--- config.mk ---
export PLATFORM = sky130hd
export DESIGN_NAME = encoder_window_pi_position_regulator_flat
export DESIGN_NICKNAME = d
export VERILOG_FILES = /design/src/hw/rtl/ewpr_pkg.sv /design/src/hw/rtl/ewpr_if.sv /design/src/hw/rtl/ewpr_cfg.sv /design/src/hw/rtl/ewpr_window.sv /design/src/hw/rtl/ewpr_integ.sv /design/src/hw/rtl/ewpr_drive.sv /design/src/hw/rtl/encoder_window_pi_position_regulator.sv /design/src/flat_wrapper.sv
export VERILOG_INCLUDE_DIRS = /design/src /design/src/hw/rtl
export SDC_FILE = /design/constraint.sdc
export NUM_CORES = 1
export LEC_CHECK = 0
export BUFFER_PORTS_ARGS = -buffer_cell sky130_fd_sc_hd__clkbuf_2
export CORE_MARGIN = 4
export CORE_UTILIZATION = 45
export DETAILED_ROUTE_END_ITERATION = 16
export PLACE_DENSITY_LB_ADDON = 0.12
export RECOVER_POWER = 50
export SLEW_MARGIN = 30
export SYNTH_ARGS = -nofsm -noshare
export SYNTH_HDL_FRONTEND = slang
export SYNTH_SLANG_ARGS = --single-unit
--- constraint.sdc ---
create_clock -name clk_i -period 20.4 [get_ports clk_i]
set_clock_uncertainty 0.1 [all_clocks]
set_input_delay 2.04 -clock clk_i [delete_from_list [all_inputs] [get_ports clk_i]]
set_output_delay 2.04 -clock clk_i [all_outputs]
set_load 0.05 [all_outputs]
--- src/hw/rtl/encoder_window_pi_position_regulator_defines.svh ---
// Assertion macros for the encoder window PI position regulator.
// The macros expect clk_i and rst_ni to be visible where they are used.
`ifndef ENCODER_WINDOW_PI_POSITION_REGULATOR_DEFINES_SVH
`define ENCODER_WINDOW_PI_POSITION_REGULATOR_DEFINES_SVH

// Consequence must hold in the same cycle as the antecedent.
`define EWPR_ASSERT_SAME(lbl, ante, cons, msg) \
  lbl: assert property (@(posedge clk_i) disable iff (!rst_ni) (ante) |-> (cons)) \
    else $error(msg);

// Consequence must hold in the cycle after the antecedent.
`define EWPR_ASSERT_NEXT(lbl, ante, cons, msg) \
  lbl: assert property (@(posedge clk_i) disable iff (!rst_ni) (ante) |=> (cons)) \
    else $error(msg);

`endif

--- src/hw/rtl/ewpr_pkg.sv ---
// Shared constants, register codes and stage payload types of the regulator.
// Used by ewpr_cfg, ewpr_window, ewpr_integ, ewpr_drive and the top level; depends on nothing.
package ewpr_pkg;

  localparam logic [15:0] HalfScale = 16'h8000;
  localparam logic [12:0] Recip25 = 13'd5243;
  localparam logic [14:0] Recip20 = 15'd26215;
  localparam logic [6:0] Div100 = 7'd100;
  localparam logic signed [12:0] CmdLimit = 13'sd127;
  localparam logic [6:0] DriveCap = 7'd120;

  typedef enum logic [1:0] {
    RegCalRight    = 2'd0,
    RegCalLeft     = 2'd1,
    RegTravelRange = 2'd2
  } reg_idx_e;

  typedef struct packed {
    logic        load_right;
    logic        load_left;
    logic [14:0] right_point;
    logic [14:0] left_point;
    logic [15:0] travel_range;
  } cfg_t;

  typedef struct packed {
    logic signed [15:0] err;
    logic [15:0]        position;
  } s1_t;

  typedef struct packed {
    logic [27:0] prod;
    logic        neg;
    logic [15:0] err_mag;
    logic [15:0] position;
  } s2_t;

  typedef struct packed {
    logic signed [15:0] integral;
    logic signed [11:0] q25;
    logic [15:0]        position;
  } s3_t;

endpackage

--- src/hw/rtl/ewpr_if.sv ---
// Valid/ready channel interfaces for the regulator's input and result items.
// Payload widths follow the item fields; no package dependency.
interface ewpr_in_if;
  logic        valid;
  logic        ready;
  logic [15:0] raw_count;
  logic [7:0]  target_byte;

  modport source (output valid, output raw_count, output target_byte, input ready);
  modport sink (input valid, input raw_count, input target_byte, output ready);
endinterface

interface ewpr_out_if;
  logic        valid;
  logic        ready;
  logic        direction;
  logic [6:0]  drive_level;
  logic [15:0] position;

  modport source (output valid, output direction, output drive_level, output position,
                  input ready);
  modport sink (input valid, input direction, input drive_level, input position,
                output ready);
endinterface

--- src/hw/rtl/ewpr_cfg.sv ---
// APB-style register file holding the endpoints and the travel range.
// Depends on ewpr_pkg for the register codes and the cfg_t bundle.
module ewpr_cfg import ewpr_pkg::*; (
  input  logic        clk_i,
  input  logic        rst_ni,
  input  logic        psel,
  input  logic        penable,
  input  logic        pwrite,
  input  logic [3:0]  paddr,
  input  logic [31:0] pwdata,
  output logic [31:0] prdata,
  output logic        pready,
  output cfg_t        cfg_o
);

  logic [14:0] right_q, right_d;
  logic [14:0] left_q, left_d;
  logic [15:0] range_q, range_d;
  logic        wr_en;
  reg_idx_e    idx;

  assign pready = 1'b1;
  assign wr_en  = psel && penable && pwrite;
  assign idx    = reg_idx_e'(paddr[3:2]);

  always_comb begin
    right_d = right_q;
    left_d  = left_q;
    range_d = range_q;
    cfg_o.load_right = 1'b0;
    cfg_o.load_left  = 1'b0;
    prdata = 32'd0;
    case (idx)
      RegCalRight: begin
        prdata = {17'd0, right_q};
        if (wr_en) begin
          right_d = pwdata[14:0];
          cfg_o.load_right = 1'b1;
        end
      end
      RegCalLeft: begin
        prdata = {17'd0, left_q};
        if (wr_en) begin
          left_d = pwdata[14:0];
          cfg_o.load_left = 1'b1;
        end
      end
      RegTravelRange: begin
        prdata = {16'd0, range_q};
        if (wr_en) begin
          range_d = pwdata[15:0];
        end
      end
      default: begin
        prdata = 32'd0;
      end
    endcase
    cfg_o.right_point  = right_d;
    cfg_o.left_point   = left_d;
    cfg_o.travel_range = range_q;
  end

  always_ff @(posedge clk_i or negedge rst_ni) begin
    if (!rst_ni) begin
      right_q <= '0;
      left_q  <= '0;
      range_q <= '0;
    end else begin
      right_q <= right_d;
      left_q  <= left_d;
      range_q <= range_d;
    end
  end

endmodule

--- src/hw/rtl/ewpr_window.sv ---
// Travel window tracking, position normalisation and position error stage.
// Depends on ewpr_pkg; holds the right and left edge state.
module ewpr_window import ewpr_pkg::*; (
  input  logic        clk_i,
  input  logic        rst_ni,
  input  cfg_t        cfg_i,
  input  logic        valid_i,
  output logic        ready_o,
  input  logic [15:0] raw_count_i,
  input  logic [7:0]  target_byte_i,
  output logic        valid_o,
  input  logic        ready_i,
  output s1_t         data_o
);

  logic [15:0] right_q, right_d, left_q, left_d;
  logic [15:0] right_new, left_new;
  logic [16:0] v_w, r_w, l_w, rng_w;
  logic [15:0] rng, sum_w, position, target;
  logic        outside, slide_right, load, valid_q;
  s1_t         data_q;

  assign ready_o = !valid_q || ready_i;
  assign load    = valid_i && ready_o;
  assign rng     = cfg_i.travel_range;

  always_comb begin
    v_w   = {1'b0, raw_count_i};
    r_w   = {1'b0, right_q};
    l_w   = {1'b0, left_q};
    rng_w = {1'b0, rng};
    sum_w = raw_count_i + rng;
    outside = ((left_q > right_q) && ((raw_count_i > left_q) || (raw_count_i < right_q))) ||
              ((left_q < right_q) && (raw_count_i < right_q) && (raw_count_i > left_q));
    slide_right = (v_w > (l_w + rng_w)) || ((raw_count_i < right_q) && ((v_w + rng_w) > r_w));
    right_new = right_q;
    left_new  = left_q;
    if (outside) begin
      if (slide_right) begin
        right_new = raw_count_i;
        left_new  = {1'b0, sum_w[14:0]};
      end else begin
        left_new = raw_count_i;
        if (raw_count_i >= rng) begin
          right_new = raw_count_i - rng;
        end else begin
          right_new = raw_count_i - rng + HalfScale;
        end
      end
    end
    if ((left_new > right_new) || (raw_count_i >= right_new)) begin
      position = raw_count_i - right_new;
    end else begin
      position = raw_count_i + HalfScale - right_new;
    end
    target = {8'd0, target_byte_i} * {8'd0, rng[15:8]};

    right_d = right_q;
    left_d  = left_q;
    if (cfg_i.load_right) begin
      right_d = {1'b0, cfg_i.right_point};
    end else if (load) begin
      right_d = right_new;
    end
    if (cfg_i.load_left) begin
      left_d = {1'b0, cfg_i.left_point};
    end else if (load) begin
      left_d = left_new;
    end
  end

  always_ff @(posedge clk_i or negedge rst_ni) begin
    if (!rst_ni) begin
      right_q <= '0;
      left_q  <= '0;
      valid_q <= 1'b0;
    end else begin
      right_q <= right_d;
      left_q  <= left_d;
      if (ready_o) begin
        valid_q <= valid_i;
      end
    end
  end

  always_ff @(posedge clk_i) begin
    if (load) begin
      data_q.err      <= $signed(position - target);
      data_q.position <= position;
    end
  end

  assign valid_o = valid_q;
  assign data_o  = data_q;

endmodule

--- src/hw/rtl/ewpr_integ.sv ---
// Error scaling and integral update: a reciprocal product stage, then the
// saturating integral accumulator. Depends on ewpr_pkg.
module ewpr_integ import ewpr_pkg::*; (
  input  logic clk_i,
  input  logic rst_ni,
  input  logic valid_i,
  output logic ready_o,
  input  s1_t  data_i,
  output logic valid_o,
  input  logic ready_i,
  output s3_t  data_o
);

  logic               v2_q, v3_q, ready2, load2, load3;
  s2_t                s2_q, s2_d;
  s3_t                s3_q, s3_d;
  logic signed [15:0] integ_q;
  logic [28:0]        prod_full;
  logic [8:0]         q100;
  logic [10:0]        q25;
  logic [15:0]        back;
  logic               rem_nz;
  logic signed [9:0]  step;
  logic signed [16:0] sum, sum_c;
  logic signed [15:0] integ_new;

  assign ready2  = !v3_q || ready_i;
  assign ready_o = !v2_q || ready2;
  assign load2   = valid_i && ready_o;
  assign load3   = v2_q && ready2;

  always_comb begin
    s2_d.neg      = data_i.err[15];
    s2_d.err_mag  = data_i.err[15] ? 16'(-data_i.err) : 16'(data_i.err);
    prod_full     = {13'd0, s2_d.err_mag} * {16'd0, Recip25};
    s2_d.prod     = prod_full[27:0];
    s2_d.position = data_i.position;
  end

  always_comb begin
    q100   = s2_q.prod[27:19];
    q25    = s2_q.prod[27:17];
    back   = {7'd0, q100} * {9'd0, Div100};
    rem_nz = (back != s2_q.err_mag);
    step   = s2_q.neg ? -$signed({1'b0, q100}) : $signed({1'b0, q100});
    sum    = {integ_q[15], integ_q} + {{7{step[9]}}, step};
    if (rem_nz && s2_q.neg && (sum > 17'sd0)) begin
      sum_c = sum - 17'sd1;
    end else if (rem_nz && !s2_q.neg && (sum < 17'sd0)) begin
      sum_c = sum + 17'sd1;
    end else begin
      sum_c = sum;
    end
    if (sum_c > 17'sd32767) begin
      integ_new = 16'sh7FFF;
    end else if (sum_c < -17'sd32768) begin
      integ_new = 16'sh8000;
    end else begin
      integ_new = sum_c[15:0];
    end
    s3_d.integral = integ_new;
    s3_d.q25      = s2_q.neg ? -$signed({1'b0, q25}) : $signed({1'b0, q25});
    s3_d.position = s2_q.position;
  end

  always_ff @(posedge clk_i or negedge rst_ni) begin
    if (!rst_ni) begin
      v2_q    <= 1'b0;
      v3_q    <= 1'b0;
      integ_q <= '0;
    end else begin
      if (ready_o) begin
        v2_q <= valid_i;
      end
      if (ready2) begin
        v3_q <= v2_q;
      end
      if (load3) begin
        integ_q <= integ_new;
      end
    end
  end

  always_ff @(posedge clk_i) begin
    if (load2) begin
      s2_q <= s2_d;
    end
    if (load3) begin
      s3_q <= s3_d;
    end
  end

  assign valid_o = v3_q;
  assign data_o  = s3_q;

endmodule

--- src/hw/rtl/ewpr_drive.sv ---
// Command forming and output register: integral term, clamp, direction and
// drive level. Depends on ewpr_pkg.
module ewpr_drive import ewpr_pkg::*; (
  input  logic        clk_i,
  input  logic        rst_ni,
  input  logic        valid_i,
  output logic        ready_o,
  input  s3_t         data_i,
  output logic        valid_o,
  input  logic        ready_i,
  output logic        direction_o,
  output logic [6:0]  drive_level_o,
  output logic [15:0] position_o
);

  logic               valid_q, load, dir_q;
  logic [6:0]         level_q, level_d, cmd_mag;
  logic [15:0]        pos_q, i_mag;
  logic [30:0]        prod;
  logic [10:0]        q20;
  logic signed [11:0] q20s;
  logic signed [12:0] cmd, cmd_c;
  logic [7:0]         lvl2;

  assign ready_o = !valid_q || ready_i;
  assign load    = valid_i && ready_o;

  always_comb begin
    i_mag = data_i.integral[15] ? 16'(-data_i.integral) : 16'(data_i.integral);
    prod  = {15'd0, i_mag} * {16'd0, Recip20};
    q20   = prod[29:19];
    q20s  = data_i.integral[15] ? -$signed({1'b0, q20}) : $signed({1'b0, q20});
    cmd   = {data_i.q25[11], data_i.q25} + {q20s[11], q20s};
    if (cmd > CmdLimit) begin
      cmd_c = CmdLimit;
    end else if (cmd < -CmdLimit) begin
      cmd_c = -CmdLimit;
    end else begin
      cmd_c = cmd;
    end
    cmd_mag = cmd_c[12] ? 7'(-cmd_c) : cmd_c[6:0];
    lvl2    = {cmd_mag, 1'b0};
    level_d = (lvl2 > {1'b0, DriveCap}) ? DriveCap : lvl2[6:0];
  end

  always_ff @(posedge clk_i or negedge rst_ni) begin
    if (!rst_ni) begin
      valid_q <= 1'b0;
    end else if (ready_o) begin
      valid_q <= valid_i;
    end
  end

  always_ff @(posedge clk_i) begin
    if (load) begin
      dir_q   <= cmd_c[12];
      level_q <= level_d;
      pos_q   <= data_i.position;
    end
  end

  assign valid_o       = valid_q;
  assign direction_o   = dir_q;
  assign drive_level_o = level_q;
  assign position_o    = pos_q;

endmodule

--- src/hw/rtl/encoder_window_pi_position_regulator.sv ---
// Top level of the encoder window PI position regulator.
// Depends on ewpr_pkg, ewpr_if, ewpr_cfg, ewpr_window, ewpr_integ, ewpr_drive
// and the assertion macro header.
//
//   Channel | Direction | Transaction payload
//   req_i   | in        | raw_count[15:0], target_byte[7:0]
//   rsp_o   | out       | direction, drive_level[6:0], position[15:0]
//   APB     | in/out    | register writes and reads at byte addresses 0, 4 and 8
//
// One transaction is accepted per cycle while the window stage is ready.
// The pipeline has four register stages: window, reciprocal product, integral
// and output; the edge state updates at acceptance, the integral in stage three.
// Every stage has its own ready, so a stalled output only holds back full stages.
// Reset clears valid, edge, integral and config state at once; no clearing pass.
`include "encoder_window_pi_position_regulator_defines.svh"

module encoder_window_pi_position_regulator import ewpr_pkg::*; (
  input  logic        clk_i,
  input  logic        rst_ni,
  input  logic        psel,
  input  logic        penable,
  input  logic        pwrite,
  input  logic [3:0]  paddr,
  input  logic [31:0] pwdata,
  output logic [31:0] prdata,
  output logic        pready,
  ewpr_in_if.sink     req_i,
  ewpr_out_if.source  rsp_o
);

  cfg_t cfg;
  logic s1_valid, s1_ready, s3_valid, s3_ready;
  s1_t  s1_data;
  s3_t  s3_data;

  ewpr_cfg u_cfg (
    .clk_i   (clk_i),
    .rst_ni  (rst_ni),
    .psel    (psel),
    .penable (penable),
    .pwrite  (pwrite),
    .paddr   (paddr),
    .pwdata  (pwdata),
    .prdata  (prdata),
    .pready  (pready),
    .cfg_o   (cfg)
  );

  ewpr_window u_window (
    .clk_i         (clk_i),
    .rst_ni        (rst_ni),
    .cfg_i         (cfg),
    .valid_i       (req_i.valid),
    .ready_o       (req_i.ready),
    .raw_count_i   (req_i.raw_count),
    .target_byte_i (req_i.target_byte),
    .valid_o       (s1_valid),
    .ready_i       (s1_ready),
    .data_o        (s1_data)
  );

  ewpr_integ u_integ (
    .clk_i   (clk_i),
    .rst_ni  (rst_ni),
    .valid_i (s1_valid),
    .ready_o (s1_ready),
    .data_i  (s1_data),
    .valid_o (s3_valid),
    .ready_i (s3_ready),
    .data_o  (s3_data)
  );

  ewpr_drive u_drive (
    .clk_i         (clk_i),
    .rst_ni        (rst_ni),
    .valid_i       (s3_valid),
    .ready_o       (s3_ready),
    .data_i        (s3_data),
    .valid_o       (rsp_o.valid),
    .ready_i       (rsp_o.ready),
    .direction_o   (rsp_o.direction),
    .drive_level_o (rsp_o.drive_level),
    .position_o    (rsp_o.position)
  );

  `EWPR_ASSERT_SAME(a_level_even, rsp_o.valid, rsp_o.drive_level[0] == 1'b0, "odd drive level")
  `EWPR_ASSERT_SAME(a_left_nonzero, rsp_o.valid && rsp_o.direction, rsp_o.drive_level != 7'd0, "left drive with zero level")
  `EWPR_ASSERT_SAME(a_stall_full, !req_i.ready, rsp_o.valid && !rsp_o.ready, "input stalled with room in the pipeline")
  `EWPR_ASSERT_NEXT(a_stage1_fill, req_i.valid && req_i.ready, s1_valid, "accepted transaction lost in stage one")

endmodule
--- src/flat_wrapper.sv ---
// flat-port wrapper written by rule: the top's interface ports become plain ports
module encoder_window_pi_position_regulator_flat import ewpr_pkg::*;
  (clk_i, rst_ni, psel, penable, pwrite, paddr, pwdata, prdata, pready, req_i_valid, req_i_raw_count, req_i_target_byte, req_i_ready, rsp_o_valid, rsp_o_direction, rsp_o_drive_level, rsp_o_position, rsp_o_ready);
  ewpr_in_if req_i_i ();
  ewpr_out_if rsp_o_i ();
  input  logic clk_i;
  input  logic rst_ni;
  input  logic psel;
  input  logic penable;
  input  logic pwrite;
  input  logic [3:0] paddr;
  input  logic [31:0] pwdata;
  output logic [31:0] prdata;
  output logic pready;
  input wire logic [$bits(req_i_i.valid)-1:0] req_i_valid;
  input wire logic [$bits(req_i_i.raw_count)-1:0] req_i_raw_count;
  input wire logic [$bits(req_i_i.target_byte)-1:0] req_i_target_byte;
  output wire logic [$bits(req_i_i.ready)-1:0] req_i_ready;
  output wire logic [$bits(rsp_o_i.valid)-1:0] rsp_o_valid;
  output wire logic [$bits(rsp_o_i.direction)-1:0] rsp_o_direction;
  output wire logic [$bits(rsp_o_i.drive_level)-1:0] rsp_o_drive_level;
  output wire logic [$bits(rsp_o_i.position)-1:0] rsp_o_position;
  input wire logic [$bits(rsp_o_i.ready)-1:0] rsp_o_ready;
  assign req_i_i.valid = req_i_valid;
  assign req_i_i.raw_count = req_i_raw_count;
  assign req_i_i.target_byte = req_i_target_byte;
  assign req_i_ready = req_i_i.ready;
  assign rsp_o_valid = rsp_o_i.valid;
  assign rsp_o_direction = rsp_o_i.direction;
  assign rsp_o_drive_level = rsp_o_i.drive_level;
  assign rsp_o_position = rsp_o_i.position;
  assign rsp_o_i.ready = rsp_o_ready;
  encoder_window_pi_position_regulator u_core (.clk_i(clk_i), .rst_ni(rst_ni), .psel(psel), .penable(penable), .pwrite(pwrite), .paddr(paddr), .pwdata(pwdata), .prdata(prdata), .pready(pready), .req_i(req_i_i), .rsp_o(rsp_o_i));
endmodule
==> metrics.txt, run 1 <==
hold path depth 0; layout cells sized above 1 under 10%; largest stage delay on the critical path ~0.76 ns; Overflow after GRT 0; post-CTS sizing 0; outcome finished, violations left; total detailed-routing wirelength approximately 82 mm; Final setup viols 0; H-Tree Depth 1; synthesized area 30600 um2; RSZ-0062 raised after global routing false; Critical Path End Type flip-flop; die area 72200 um2; CP max stage cell a2111oi_0; Slew HR -126%; syn_area_per_cell between 9 and 10 um2; clock sinks about 240; endpoints failing hold 0; CTS tree done; critical path fanouts, max 23; number of CTS-inserted buffers 31; routed len/inst 19.5 um; PortBufs 89; Clock Path Buffers 3; Async S/R FF share, synth roughly 40%; number of routed nets with antenna violations 0; initial core utilization between 40% and 50%; FF-to-FF path depth 42; violated checks capacitance limit, slew limit; Seq/Total Area, Yosys between 20% and 30%; critical path launch point type input port; root buf cell clkbuf_16; Peak Freq 74.5 MHz; Synth Flop Type edfxtp_1; Antenna Cells 0; drt drc 0; # rows 95; post-CTS setup buffer count 0; Worst-path clk slew ~0.06 ns; initial DRC count 1407; clock period minus worst slack 13.43 ns; Hold Path Class flip-flop to flip-flop; Final Max Tran Viols ~190; CP arrival 13.66 ns; period utilization about 66%; final core utilization between 40 and 50%; Final GP Congestion between 0.9 and 1; Die Ht between 200 and 300 um; pin count of the biggest net entering global routing 57; Vias/cell approximately 5.5; Chip Width 269 um; worst-margin pin slew 3.39 ns; number of synthesized flops with an enable pin between 100 and 150; worst skew pair latency just over 0.6 ns; Final Instance Area about 33000 um2; Area after DPL 32000 um2; vias between 20000 and 25000; crit path kind input port to flip-flop; initial antenna violation count 2; first-pass GRT wire length 131 mm; CP required 20.63 ns; Top Ports 126; Max Cap Violations 5; HPWL Detailed between 60 and 70 mm; fin nets 4100; Hold Buf Count CTS 0; Layout area overhead 7.96%; most used cell, CP ha_1; Setup TNS 0 ns; router iterations before antenna repair 5; vias in the first global route roughly 24000; GRT Total Usage 22.9%; Distinct cells, synth 94; warnings from Yosys 0; Mapped Cells 3236; core box area 67300 um2; #FFs+latches synth 241; hold slack approximately 0.31 ns
## synth_stat cells, types with 60 or more instances
cell	n	area, um2
nand2_1	325	1220
fa_1	225	4500
clkbuf_1	61	229
nor2_1	125	469
a21oi_1	110	551
edfxtp_1	143	4290
dfrtp_1	98	2450
inv_1	455	1710
xor2_1	74	648
o21ai_0	151	756
xnor2_1	153	1340
mux2i_1	60	601
ha_1	506	6330
a21o_1	65	488
## placed cells by master (no fill, tap or decap), types with 87 or more instances in the layout
| cell | count |
|---|---|
| a21oi_1 | 110 |
| clkbuf_2 | 87 |
| dfrtp_1 | 98 |
| edfxtp_1 | 143 |
| fa_1 | 225 |
| ha_1 | 506 |
| inv_1 | 455 |
| nand2_1 | 325 |
| nor2_1 | 125 |
| o21ai_0 | 151 |
| xnor2_1 | 152 |
## worst max-delay path: cells and delay by family
| family | cells | cell delay [ns] |
|---|---|---|
| multiplexers | 2 | 0.45 |
| XOR/XNOR | 1 | 0.09 |
| adder cells (fa/ha/maj) | 9 | 3.31 |
| AO/OA/AOI/OAI | 23 | 5.05 |
| buffers and inverters | 5 | 1.07 |
| AND/OR/NAND/NOR | 10 | 1.56 |
## final timing paths
path,startpoint,end,slack [ns]
max,req_i_raw_count[1],u_core.u_window.data_o[30],6.97
max in group asynchronous,rst_ni,u_core.u_drive.valid_o,14.04
min,u_core.u_integ.s2_q[4],u_core.u_integ.data_o[4],0.31
min reg2reg,u_core.u_integ.s2_q[4],u_core.u_integ.data_o[4],0.31
max reg2reg,u_core.u_integ.data_o[28],u_core.u_drive.drive_level_o[2],7.68
min in group asynchronous,rst_ni,u_core.u_cfg.right_q[11],2.45
## stage by stage
step                      cells  setup WS (ns)
final                      4198           6.97
after global routing       4198           6.28
after CTS                  4197           7.00
after detailed placement   4141           6.39
after global placement     4141           6.53
after floorplan            3252           8.31
## metal layers
metal / vias up / GRT usage, % / part of all wire [%] / routed length, um
met5: - / 0 / 0.013 / 11
met4: 2 / 5.40 / 2.7 / 2260
met3: 129 / 2.61 / 4.1 / 3400
met2: 483 / 40.8 / 49 / 40500
met1: 11300 / 30.0 / 44 / 35900
li1: 11300 / - / - / -
## registers in the layout, indices dropped and copies added, names as in the netlist, 2 cells and up
signal / cells
u_core.u_cfg.left_q: 15
u_core.u_cfg.range_q: 16
u_core.u_cfg.right_q: 15
u_core.u_drive.drive_level_o: 6
u_core.u_drive.position_o: 16
u_core.u_integ.data_o: 44
u_core.u_integ.integ_q: 16
u_core.u_integ.q100: 9
u_core.u_integ.q25: 2
u_core.u_integ.s2_q: 33
u_core.u_window.data_o: 32
u_core.u_window.left_q: 16
u_core.u_window.right_q: 16
## logic make-up (layout without fill, tap and decap cells)
logic type | Yosys count | count (layout) | synth area share, %
compound gates | 592 | 592 | 13.1
xor+xnor | 228 | 228 | 6.57
fa+ha+maj | 731 | 731 | 35.4
buf+inv | 548 | 621 | 7.01
flops | 241 | 241 | 22.1
mux | 82 | 82 | 2.77
other cells | 2 | 18 | 0.0246
simple gates | 812 | 812 | 13.0
## area by class of cell
class	instances	area, um2
Fill cell	6361	34300
Tap cell	873	1090
Multi-Input combinational cell	2463	21800
Clock buffer	31	776
Clock inverter	25	325
Inverter	457	1720
Timing Repair Buffer	108	559
Sequential cell	241	6750
Power of run 1 is left out: the tool's default activity adds up to more than one toggle a clock period on the data nets, which glitch-free logic cannot reach.
==> inputs of run 2 (changes only) <==
==> constraint.sdc (replaced) <==
create_clock -name clk_i -period 13.7 [get_ports clk_i]
set_clock_uncertainty 0.1 [all_clocks]
set_input_delay 1.37 -clock clk_i [delete_from_list [all_inputs] [get_ports clk_i]]
set_output_delay 1.37 -clock clk_i [all_outputs]
set_load 0.05 [all_outputs]
==> run 2 against run 1 <==
- the run still ends with capacitance limit, slew limit left
- die area unchanged
- global-route usage increased by 0.30 points
- register-to-register slack worse by 6.6 ns
- worst hold slack improved by 0.0021 ns
- core utilization hardly changed
- flip-flop and latch count unchanged
- sequential share of layout area about the same
- first-iteration DRC count shrank 4.3%
- cell count is 0.17% higher
- highest routed layer unchanged
==> metrics.txt, run 2 (synthesis gave the netlist of run 1 again) <==
initial core utilization 45.5%; Chip Width between 200 and 300 um; critical path launch point type flip-flop; total detailed-routing wirelength around 82 mm; number of routed nets with antenna violations 0; core box area 67300 um2; pin count of the biggest net entering global routing 61; Top Ports approximately 130; PortBufs 89; Hold Path End u_core.u_integ.s2_q[11]; Largest register FFs 44; met3 WL between 3 and 4 mm; Overflow after GRT 0; most frequent cells in the layout ha_1, inv_1, nand2_1, fa_1, xnor2_1; Hold Buf Count CTS 0; critical path fanouts, max 9; Vias/cell roughly 5.5; fin nets a little over 4000; HPWL Detailed around 67 mm; max layer used met5; endpoints failing hold 0; Final Max Tran Viols between 200 and 250; Max Cap Violations 6; Peak Freq about 80 MHz; clock sinks approximately 240; RSZ-0062 raised after global routing false; filler cell count ~6300; outcome finished, violations left; first-pass GRT wire length 133 mm; Die Ht approximately 270 um; multi-input logic area 21800 um2; post-CTS sizing 0; violated checks capacitance limit, slew limit; CP required about 14 ns; Critical Path End Type flip-flop; worst skew pair latency about 0.59 ns; worst-margin pin slew roughly 3.9 ns; Met2 Wirelength just under 40 mm; Clock Path Buffers 3; hold path depth 0; RR Endpoint u_core.u_drive.drive_level_o[2]; Final setup viols 0; dpl cells approximately 4100; largest stage delay on the critical path approximately 0.68 ns; Hold Path Class flip-flop to flip-flop; WL met1 approximately 37 mm; Layout area overhead 8.01%; clock period minus worst slack 12.57 ns; Worst-path clk slew around 0.06 ns; RR Startpoint u_core.u_integ.data_o[28]; post-CTS setup buffer count 0; crit path kind flip-flop to flip-flop; commonest non-fill, non-tap cell in the layout ha_1; initial DRC count 1347; FF-to-FF path depth 42; CTS tree done; r2r setup slk approximately 1.1 ns; number of CTS-inserted buffers 34; CP arrival around 13 ns; GRT Total Usage a little under a quarter; CP max stage cell or4b_2; Setup TNS 0 ns; Slew HR -157%; vias 23200; final core utilization ~49%; Reg area around 6700 um2; Final GP Congestion 0.921; initial antenna violation count 1; layout cells sized above 1 6.81%; die area 72200 um2; root buf cell clkbuf_16; H-Tree Depth 2; drt drc 0; # rows between 90 and 100; Hold Startpoint u_core.u_window.data_o[11]; routed len/inst 19.6 um; router iterations before antenna repair 7; period utilization 91.8%; vias in the first global route 24300; Final Non-Filler Cells between 4000 and 5000
==> run 2: final cells by class <==
cell class	instances	area share (%)
antenna	1	0.00757
inverter	457	5.19
tap	873	3.31
sequential	241	20.4
timing repair buffer	110	1.76
multi-input combinational	2463	66.0
clock inverter	19	0.633
clock buffer	41	2.69
==> run 2: metal layers <==
metal,global-route usage [%],vias to the layer above
li1,-,11300
met1,30.8,11300
met2,39.8,468
met3,2.48,148
met4,7.86,2
met5,0,-
==> run 2: how the worst max path moves through the flow <==
| stage | end | slack, ns | from |
|---|---|---|---|
| 4_1_cts | u_core.u_drive.drive_level_o[2] | 1.01 | u_core.u_integ.data_o[28] |
| 6_report | u_core.u_drive.drive_level_o[2] | 1.13 | u_core.u_integ.data_o[28] |
| 3_3_place_gp | u_core.u_window.data_o[31] | 0.74 | req_i_raw_count[1] |
| 2_1_floorplan | u_core.u_window.data_o[30] | 2.28 | req_i_raw_count[2] |
| 3_5_place_dp | u_core.u_window.data_o[31] | 0.73 | req_i_raw_count[1] |
| 5_1_grt | u_core.u_window.data_o[31] | 0.31 | req_i_raw_count[1] |
==> run 2: worst max-delay path, delay by kind of cell, from the launching register on <==
kind            cells  cell delay [ns]
compound gates     14             3.56
simple gates       12             3.58
buf+inv             5             0.47
fa+ha+maj           9             3.65
flops               1             0.57
xor+xnor            2             0.49
==> run 2: stage by stage <==
| stage | cell area (um2) | setup WS (ns) | hold WS [ns] |
|---|---|---|---|
| after detailed placement | 32000 | 0.727 | 0.305 |
| after floorplan | 30600 | 2.28 | 0.300 |
| after CTS | 33100 | 1.01 | 0.319 |
| final | 33000 | 1.13 | 0.317 |
| after global routing | 33000 | 0.312 | 0.323 |
| after global placement | 32000 | 0.744 | 0.302 |
Power of run 2 is left out for the same reason.
